`src/id3_pkg.sv`:
```
// shared types, codes and helpers for the id3v2 frame parser
`timescale 1ns / 1ps

package id3_pkg;

	// parser phase codes
	localparam logic [3:0] PH_HDR       = 4'd0;
	localparam logic [3:0] PH_FHDR      = 4'd1;
	localparam logic [3:0] PH_TEXT      = 4'd2;
	localparam logic [3:0] PH_APIC_ENC  = 4'd3;
	localparam logic [3:0] PH_APIC_MIME = 4'd4;
	localparam logic [3:0] PH_APIC_TYPE = 4'd5;
	localparam logic [3:0] PH_APIC_DESC = 4'd6;
	localparam logic [3:0] PH_APIC_IMG  = 4'd7;
	localparam logic [3:0] PH_SKIP      = 4'd8;
	localparam logic [3:0] PH_ENDPEND   = 4'd9;
	localparam logic [3:0] PH_IDLE      = 4'd10;

	// field kinds
	localparam logic [2:0] KIND_TITLE   = 3'd0;
	localparam logic [2:0] KIND_ARTIST  = 3'd1;
	localparam logic [2:0] KIND_ALBUM   = 3'd2;
	localparam logic [2:0] KIND_YEAR    = 3'd3;
	localparam logic [2:0] KIND_COMMENT = 3'd4;
	localparam logic [2:0] KIND_GENRE   = 3'd5;
	localparam logic [2:0] KIND_IMAGE   = 3'd6;
	localparam logic [2:0] KIND_STATUS  = 3'd7;

	// status codes
	localparam logic [1:0] ST_DATA    = 2'd0;
	localparam logic [1:0] ST_NO_ID3  = 2'd1;
	localparam logic [1:0] ST_TAG_END = 2'd2;
	localparam logic [1:0] ST_BAD_SZ  = 2'd3;

	// frame ids and tag mark
	localparam logic [31:0] ID_TIT2  = 32'h5449_5432;
	localparam logic [31:0] ID_TPE1  = 32'h5450_4531;
	localparam logic [31:0] ID_TALB  = 32'h5441_4C42;
	localparam logic [31:0] ID_TYER  = 32'h5459_4552;
	localparam logic [31:0] ID_COMM  = 32'h434F_4D4D;
	localparam logic [31:0] ID_TCON  = 32'h5443_4F4E;
	localparam logic [31:0] ID_APIC  = 32'h4150_4943;
	localparam logic [23:0] MARK_ID3 = 24'h49_4433;

	// header bounds: last byte index of a header and frame header length
	localparam logic [30:0] HDR_LAST    = 31'd9;
	localparam logic [31:0] FHDR_LEN    = 32'd10;

	// one input byte with its restart flag
	typedef struct packed {
		logic       start_of_file;
		logic [7:0] data_byte;
	} item_t;

	// one result
	typedef struct packed {
		logic [1:0] status;
		logic       last_of_field;
		logic [7:0] out_byte;
		logic [2:0] field_kind;
	} result_t;

	// text frame kind; valid flag in the top bit
	typedef struct packed {
		logic       is_text;
		logic [2:0] kind;
	} text_kind_t;

	function automatic text_kind_t text_kind(input logic [31:0] id);
		text_kind_t tk;
		tk.is_text = 1'b1;
		case (id)
			ID_TIT2: tk.kind = KIND_TITLE;
			ID_TPE1: tk.kind = KIND_ARTIST;
			ID_TALB: tk.kind = KIND_ALBUM;
			ID_TYER: tk.kind = KIND_YEAR;
			ID_COMM: tk.kind = KIND_COMMENT;
			ID_TCON: tk.kind = KIND_GENRE;
			default: begin
				tk.is_text = 1'b0;
				tk.kind    = KIND_TITLE;
			end
		endcase
		return tk;
	endfunction

endpackage

```
`src/id3v2_frame_parser_top.sv`:
```
// top level of the id3v2 tag frame parser
`timescale 1ns / 1ps
//
// channel   direction  tdata            tuser                          tlast
// s_axis    in         data_byte [7:0]  start_of_file [0]              -
// m_axis    out        out_byte [7:0]   field_kind [2:0], status [4:3] last_of_field
//
// one byte per cycle sustained while m_axis does not stall; a byte passes the input
// register, which feeds the combinational parse step that loads the result register;
// many bytes give no result transaction. reset puts the parser in the tag header
// phase; a byte with start_of_file set restarts it. a stall on m_axis holds the
// result and the input register, and s_axis keeps taking bytes as long as the input
// register can move on.

module id3v2_frame_parser_top (
	input  logic        clk,
	input  logic        arst_n,
	input  logic        s_axis_tvalid,
	output logic        s_axis_tready,
	input  logic [7:0]  s_axis_tdata,  // [7:0] data_byte
	input  logic [0:0]  s_axis_tuser,  // [0] start_of_file
	output logic        m_axis_tvalid,
	input  logic        m_axis_tready,
	output logic [7:0]  m_axis_tdata,  // [7:0] out_byte
	output logic [4:0]  m_axis_tuser,  // [2:0] field_kind, [4:3] status
	output logic        m_axis_tlast   // last_of_field
);

	id3_pkg::item_t   in_item;
	id3_pkg::item_t   item;
	logic             item_valid;
	logic             take;
	id3_pkg::result_t res;

	assign in_item.data_byte     = s_axis_tdata;
	assign in_item.start_of_file = s_axis_tuser[0];

	// input register
	id3_in_stage u_in (
		.clk        (clk),
		.arst_n     (arst_n),
		.in_valid   (s_axis_tvalid),
		.in_ready   (s_axis_tready),
		.in_item    (in_item),
		.item_valid (item_valid),
		.item       (item),
		.take       (take)
	);

	// parse step and result register
	id3_parse_core u_core (
		.clk        (clk),
		.arst_n     (arst_n),
		.item_valid (item_valid),
		.item       (item),
		.take       (take),
		.res_valid  (m_axis_tvalid),
		.res        (res),
		.res_ready  (m_axis_tready)
	);

	// result transaction fields
	assign m_axis_tdata = res.out_byte;
	assign m_axis_tuser = {res.status, res.field_kind};
	assign m_axis_tlast = res.last_of_field;

endmodule

```
`src/id3_in_stage.sv`:
```
// input register stage that holds one accepted byte until the parser takes it
`timescale 1ns / 1ps

module id3_in_stage (
	input  logic                clk,
	input  logic                arst_n,
	input  logic                in_valid,
	output logic                in_ready,
	input  id3_pkg::item_t      in_item,
	output logic                item_valid,
	output id3_pkg::item_t      item,
	input  logic                take
);

	logic           valid_s1;
	id3_pkg::item_t item_s1;

	// room when empty or when the held byte leaves this cycle
	assign in_ready   = !valid_s1 || take;
	assign item_valid = valid_s1;
	assign item       = item_s1;

	// valid flag
	always_ff @(posedge clk or negedge arst_n) begin
		if (!arst_n) begin
			valid_s1 <= 1'b0;
		end else if (in_ready) begin
			valid_s1 <= in_valid;
		end
	end

	// payload
	always_ff @(posedge clk) begin
		if (in_valid && in_ready) begin
			item_s1 <= in_item;
		end
	end

endmodule

```
`src/id3_parse_core.sv`:
```
// parser state, per-byte next-state logic and the result register
`timescale 1ns / 1ps

module id3_parse_core (
	input  logic                clk,
	input  logic                arst_n,
	input  logic                item_valid,
	input  id3_pkg::item_t      item,
	output logic                take,
	output logic                res_valid,
	output id3_pkg::result_t    res,
	input  logic                res_ready
);

	logic [3:0]  phase_q;
	logic [30:0] cnt_q;
	logic [31:0] tag_size_q;
	logic [31:0] consumed_q;
	logic [31:0] frame_id_q;
	logic [31:0] frame_size_q;
	logic        text_done_q;

	logic [3:0]  ph;
	logic [30:0] cnt;
	logic [31:0] tag;
	logic [31:0] cons;
	logic [31:0] fid;
	logic [31:0] fsz;
	logic        td;

	logic [3:0]  n_ph;
	logic [30:0] n_cnt;
	logic [31:0] n_tag;
	logic [31:0] n_cons;
	logic [31:0] n_fid;
	logic [31:0] n_fsz;
	logic        n_td;

	logic                 hit;
	id3_pkg::result_t     hit_res;
	id3_pkg::text_kind_t  tk;
	logic                 fin;
	logic [7:0]           b;

	logic             res_valid_q;
	id3_pkg::result_t res_q;

	// a byte is processed when the result register is free or its result leaves this cycle
	assign take      = item_valid && (!res_valid_q || res_ready);
	assign res_valid = res_valid_q;
	assign res       = res_q;
	assign b         = item.data_byte;

	// state as seen by this byte, after a possible restart
	always_comb begin
		if (item.start_of_file) begin
			ph   = id3_pkg::PH_HDR;
			cnt  = '0;
			tag  = '0;
			cons = '0;
			fid  = '0;
			fsz  = '0;
			td   = 1'b0;
		end else begin
			ph   = phase_q;
			cnt  = cnt_q;
			tag  = tag_size_q;
			cons = consumed_q;
			fid  = frame_id_q;
			fsz  = frame_size_q;
			td   = text_done_q;
		end
	end

	assign tk  = id3_pkg::text_kind(fid);
	assign fin = (({1'b0, cnt} + 32'd1) == fsz);

	// per-byte parse step
	always_comb begin
		n_ph    = ph;
		n_cnt   = cnt;
		n_tag   = tag;
		n_cons  = cons;
		n_fid   = fid;
		n_fsz   = fsz;
		n_td    = td;
		hit     = 1'b0;
		hit_res = '0;
		case (ph)
			id3_pkg::PH_HDR: begin
				if (cnt < 31'd3) begin
					n_fid = {fid[23:0], b};
				end
				if (cnt >= 31'd6) begin
					n_tag = {tag[24:0], 7'd0} | {24'd0, b};
				end
				if (cnt < id3_pkg::HDR_LAST) begin
					n_cnt = cnt + 31'd1;
				end else begin
					n_cnt = '0;
					n_ph  = id3_pkg::PH_IDLE;
					if (n_fid[23:0] != id3_pkg::MARK_ID3) begin
						hit                = 1'b1;
						hit_res.field_kind = id3_pkg::KIND_STATUS;
						hit_res.status     = id3_pkg::ST_NO_ID3;
					end else if (n_tag == 32'd0) begin
						hit                = 1'b1;
						hit_res.field_kind = id3_pkg::KIND_STATUS;
						hit_res.status     = id3_pkg::ST_TAG_END;
					end else begin
						n_cons = '0;
						n_ph   = id3_pkg::PH_FHDR;
					end
				end
			end
			id3_pkg::PH_FHDR: begin
				if (cnt < 31'd4) begin
					n_fid = {fid[23:0], b};
				end else if (cnt < 31'd8) begin
					n_fsz = {fsz[23:0], b};
				end
				if (cnt < id3_pkg::HDR_LAST) begin
					n_cnt = cnt + 31'd1;
				end else begin
					n_cnt = '0;
					if (fsz == 32'd0 || fsz[31]) begin
						n_ph               = id3_pkg::PH_IDLE;
						hit                = 1'b1;
						hit_res.field_kind = id3_pkg::KIND_STATUS;
						hit_res.status     = id3_pkg::ST_BAD_SZ;
					end else begin
						n_cons = cons + id3_pkg::FHDR_LEN + fsz;
						n_td   = 1'b0;
						if (tk.is_text) begin
							n_ph = id3_pkg::PH_TEXT;
						end else if (fid == id3_pkg::ID_APIC) begin
							n_ph = id3_pkg::PH_APIC_ENC;
						end else begin
							n_ph = id3_pkg::PH_SKIP;
						end
					end
				end
			end
			id3_pkg::PH_TEXT, id3_pkg::PH_APIC_ENC, id3_pkg::PH_APIC_MIME,
			id3_pkg::PH_APIC_TYPE, id3_pkg::PH_APIC_DESC, id3_pkg::PH_APIC_IMG,
			id3_pkg::PH_SKIP: begin
				// body byte handling per sub-phase
				case (ph)
					id3_pkg::PH_TEXT: begin
						if (cnt == 31'd0) begin
							if (fin) begin
								hit                   = 1'b1;
								hit_res.field_kind    = tk.kind;
								hit_res.last_of_field = 1'b1;
								n_td                  = 1'b1;
							end
						end else if (!td) begin
							hit                = 1'b1;
							hit_res.field_kind = tk.kind;
							if (b == 8'd0) begin
								hit_res.last_of_field = 1'b1;
								n_td                  = 1'b1;
							end else begin
								hit_res.out_byte      = b;
								hit_res.last_of_field = fin;
							end
						end
					end
					id3_pkg::PH_APIC_ENC: n_ph = id3_pkg::PH_APIC_MIME;
					id3_pkg::PH_APIC_MIME: begin
						if (b == 8'd0) begin
							n_ph = id3_pkg::PH_APIC_TYPE;
						end
					end
					id3_pkg::PH_APIC_TYPE: n_ph = id3_pkg::PH_APIC_DESC;
					id3_pkg::PH_APIC_DESC: begin
						if (b == 8'd0) begin
							n_ph = id3_pkg::PH_APIC_IMG;
						end
					end
					id3_pkg::PH_APIC_IMG: begin
						hit                   = 1'b1;
						hit_res.field_kind    = id3_pkg::KIND_IMAGE;
						hit_res.out_byte      = b;
						hit_res.last_of_field = fin;
					end
					default: begin
					end
				endcase
				// frame end and tag end check
				n_cnt = cnt + 31'd1;
				if (fin) begin
					n_cnt = '0;
					if (cons >= tag) begin
						if (!hit) begin
							hit                = 1'b1;
							hit_res.field_kind = id3_pkg::KIND_STATUS;
							hit_res.status     = id3_pkg::ST_TAG_END;
							n_ph               = id3_pkg::PH_IDLE;
						end else begin
							n_ph = id3_pkg::PH_ENDPEND;
						end
					end else begin
						n_ph = id3_pkg::PH_FHDR;
					end
				end
			end
			id3_pkg::PH_ENDPEND: begin
				n_ph               = id3_pkg::PH_IDLE;
				hit                = 1'b1;
				hit_res.field_kind = id3_pkg::KIND_STATUS;
				hit_res.status     = id3_pkg::ST_TAG_END;
			end
			default: begin
				n_ph = id3_pkg::PH_IDLE;
			end
		endcase
	end

	// parser state
	always_ff @(posedge clk or negedge arst_n) begin
		if (!arst_n) begin
			phase_q      <= id3_pkg::PH_HDR;
			cnt_q        <= '0;
			tag_size_q   <= '0;
			consumed_q   <= '0;
			frame_id_q   <= '0;
			frame_size_q <= '0;
			text_done_q  <= 1'b0;
		end else if (take) begin
			phase_q      <= n_ph;
			cnt_q        <= n_cnt;
			tag_size_q   <= n_tag;
			consumed_q   <= n_cons;
			frame_id_q   <= n_fid;
			frame_size_q <= n_fsz;
			text_done_q  <= n_td;
		end
	end

	// result valid
	always_ff @(posedge clk or negedge arst_n) begin
		if (!arst_n) begin
			res_valid_q <= 1'b0;
		end else if (take) begin
			res_valid_q <= hit;
		end else if (res_ready) begin
			res_valid_q <= 1'b0;
		end
	end

	// result payload
	always_ff @(posedge clk) begin
		if (take && hit) begin
			res_q <= hit_res;
		end
	end

endmodule

```
`config.mk`:
```
export PLATFORM = sky130hd
export DESIGN_NAME = id3v2_frame_parser_top
export DESIGN_NICKNAME = d
export VERILOG_FILES = /design/src/id3_pkg.sv /design/src/id3v2_frame_parser_top.sv /design/src/id3_in_stage.sv /design/src/id3_parse_core.sv
export SDC_FILE = /design/constraint.sdc
export NUM_CORES = 1
export LEC_CHECK = 0
export BUFFER_PORTS_ARGS = -buffer_cell sky130_fd_sc_hd__buf_2
export CAP_MARGIN = 20
export CORE_ASPECT_RATIO = 1.1
export CORE_UTILIZATION = 61
export CTS_CLUSTER_DIAMETER = 120
export DETAILED_ROUTE_END_ITERATION = 7
export MAX_ROUTING_LAYER = met4
export PLACE_DENSITY_LB_ADDON = 0.1
export SETUP_SLACK_MARGIN = 0.3
export SLEW_MARGIN = 40
export SYNTH_ARGS = -nofsm -noshare
export SYNTH_HDL_FRONTEND = slang
export SYNTH_SLANG_ARGS = --single-unit
```
`constraint.sdc`:
```
create_clock -name clk -period 9.7 [get_ports clk]
set_input_delay 1.94 -clock clk [delete_from_list [all_inputs] [get_ports clk]]
set_output_delay 1.94 -clock clk [all_outputs]
set_load 0.02 [all_outputs]
```
==> metrics.txt <==
vias in the first global route 12362; CP Data Arrival Time 5.68 ns; proportion of synthesized area in mux cells 1.70%; critical path class flop to flop; Via density 6.98; Req. time, crit path approximately 10 ns; Leakage 6.54 nW; Worst Path Max Fanout 48; synthesized flop and latch total 189; Area Growth Syn to Fin 6.67%; initial core utilization 62.3%; outcome finished clean; Synth Area in Simple Gates 23.9%; DIE HEIGHT 160 um; H-tree levels 4; wire length of the first global-routing pass 68.9 mm; vias 12758; CTS tree done; DIE AREA 23300 um^2; r2r setup slk 4.37 ns; Avg Cell Area, Syn 8.85 um^2; Syn. warnings 0; Post-Synth XOR/XNOR Area 4.24%; Final Critical Period 5.33 ns; RePlAce Congestion 1.02; first drt pass iteration count 8; FP Rows 57; CP startpoint u_in.item[8]$_DFFE_PP_; final WL 43.3 mm; clock-pin slew of the registers on the worst-case setup and hold paths 0.09 ns; max frequency approximately 0.19 GHz; Die Width between 100 and 150 um; Final Skew 0.0163 ns; top_reg_cell synth dfrtp_1; WL per Instance ~24 um; RSZ-0062 raised after global routing false; Cell variety after synth 86; clk buf depth 2; CTS Buf Count 17; Place WS 4.43 ns; r2r worst-path depth 18; most common cell after layout, fill and taps aside nand2_1; clk root buf clkbuf_16; pin count of the biggest net entering global routing 139; overflow left after global routing 0; R2R Path Start u_in.item[8]$_DFFE_PP_; EDFF count, synth 23; Fillers 1839; post-route DRC violation count 0; initial antenna violation count 0; GRT Total Usage 39.0%; # setup viols final 0; slew margin rel. about two fifths; Synth Area in Compound Gates 22.3%; Final WS setup approximately 4.4 ns; n_diodes 0; fin. max-slew vios 0; I/O pin count 29; pwr dens 212 nW/um^2; Post-Syn Nets 1670; register area share after synthesis 35.1%; Final ANT Viol Nets 0; largest family of logic cells by synthesized area simple AND/OR/NAND/NOR gates; Syn Std Cell Area 13800 um^2; IO Port Bufs 28; worst setup path end u_core.consumed_q[31]$_DFFE_PN0P_; Post-CTS Setup Inserts 0; maximum vdd drop 167 uV; Max Cap Viol 0; Detailed Route Iter0 Violations 1342; Slew @ Worst Pin 0.882 ns; post-synthesis adder-cell area fraction 8.75%; clk sinks 189; final instance area 14700 um^2; final hold violations 0; cell count after synthesis 1561; area taken by multi-input logic gates 8450 um^2; share of cells above drive strength 1 around 8%; setup TNS after final layout 0 ns; area taken by flip-flops and latches roughly 4800 um^2; critical path endpoint category flop; post-DP HPWL 30.5 mm; placed cell areas 14100 um^2; hold buffer count at cts 0; Final period util 55.0%; # nets final 1629; CP startpoint kind flop; worst min path class flop to flop; CORE AREA 22200 um^2; fraction of registers with async set/reset 87.8%; post-CTS sizing 0; Worst-Skew Late Latency 0.46 ns; commonest non-fill, non-tap cells in the layout 167 x nand2_1, 166 x dfrtp_1, 95 x ha_1; reg2reg end u_core.consumed_q[31]$_DFFE_PN0P_
==> cells in the mapped netlist (all sizes together) (12+ instances only) <==
cell    instances  area share, %
a21o           31            1.7
nor3           47            1.7
a21oi          71            2.6
nand2b         14           0.63
and3           19           0.86
edfxtp         23            5.0
or3            12           0.58
o21ai          88            3.2
mux2           12           0.98
a31oi          32            1.4
nand4          32            1.4
buf            30            1.1
clkbuf         73            2.0
a22oi          38            2.1
or4            12           0.68
xor2           20            1.3
nand3          48            1.8
dfrtp         166             30
nor2           66            1.8
nor4           39            1.9
nor2b          78            3.5
nand2         171            4.7
a22o           75            4.8
ha             95            8.6
xnor2          46            3.0
inv            37            1.0
==> state kept, by name, indices dropped and copies added, names as in the netlist <==
register             count
u_core.consumed_q       32
u_core.frame_id_q       32
u_core.frame_size_q     32
u_core.tag_size_q       32
u_core.cnt_q            31
u_core.res              14
u_in.item                9
u_core.phase_q           4
u_core.res_valid         1
u_core.text_done_q       1
u_in.item_valid          1
==> logic make-up after synthesis <==
logic type	after synthesis
XOR/XNOR	66
flip-flops	189
AND/OR/NAND/NOR	609
multiplexers	22
buffers and inverters	140
adder cells (fa/ha/maj)	96
AO/OA/AOI/OAI	439
==> stage by stage <==
step	instances	hold WS, ns	util [%]	power (mW)
after floorplan	1561	0.459	-	1.90
after global placement	1795	0.479	63.3	2.28
after detailed placement	1795	0.483	63.5	2.31
after CTS	1827	0.507	66.4	3.08
after global routing	1828	0.520	66.5	3.26
final	1828	0.502	66.5	3.12
==> report_power, final <==
part / switching (mW) / internal [mW] / total (mW) / leakage, nW
Sequential: 0.238 / 0.951 / 1.19 / 2.50
Clock: 0.408 / 0.367 / 0.774 / 0.312
Combinational: 0.759 / 0.399 / 1.16 / 3.73
==> critical path, cell delays in order (launching register included) <==
cell,delay (ns)
edfxtp_1,0.37
buf_4,0.26
inv_2,0.26
buf_4,0.51
buf_4,0.44
nand2_1,0.16
ha_1,0.32
inv_1,0.05
ha_1,0.21
fa_1,0.41
a21oi_1,0.15
nor2b_1,0.07
a311o_1,0.40
a31oi_1,0.26
o31ai_1,0.22
a31o_2,0.32
a211o_1,0.31
and3_1,0.20
o31ai_1,0.25
==> how the worst min path moves through the flow <==
stage,startpoint,endpoint,slack [ns],cells past startpoint
CTS,u_core.consumed_q[15]$_DFFE_PN0P_,u_core.consumed_q[15]$_DFFE_PN0P_,0.51,1
finish,u_core.consumed_q[15]$_DFFE_PN0P_,u_core.consumed_q[15]$_DFFE_PN0P_,0.50,1
global placement,u_core.consumed_q[6]$_DFFE_PN0P_,u_core.consumed_q[6]$_DFFE_PN0P_,0.48,1
global route,u_core.consumed_q[3]$_DFFE_PN0P_,u_core.consumed_q[3]$_DFFE_PN0P_,0.52,1
floorplan,u_core.consumed_q[21]$_DFFE_PN0P_,u_core.consumed_q[21]$_DFFE_PN0P_,0.46,2
detailed placement,u_core.consumed_q[15]$_DFFE_PN0P_,u_core.consumed_q[15]$_DFFE_PN0P_,0.48,1
==> metal layers <==
layer  vias up  GRT usage [%]  share of wire [%]
met1      6181           52.0                 42
met4         0           17.7                4.1
li1       5791              -                  -
met5         -              -                  0
met3       124           5.91                8.3
met2       662           58.7                 46
==> cell type report <==
class | instances | area share (%)
Inverter | 37 | 0.942
Tap cell | 295 | 2.50
Timing Repair Buffer | 43 | 1.89
Sequential cell | 189 | 32.9
Clock buffer | 17 | 2.89
Clock inverter | 15 | 1.54
Multi-Input combinational cell | 1232 | 57.4
(Power assumes the default switching activity.)
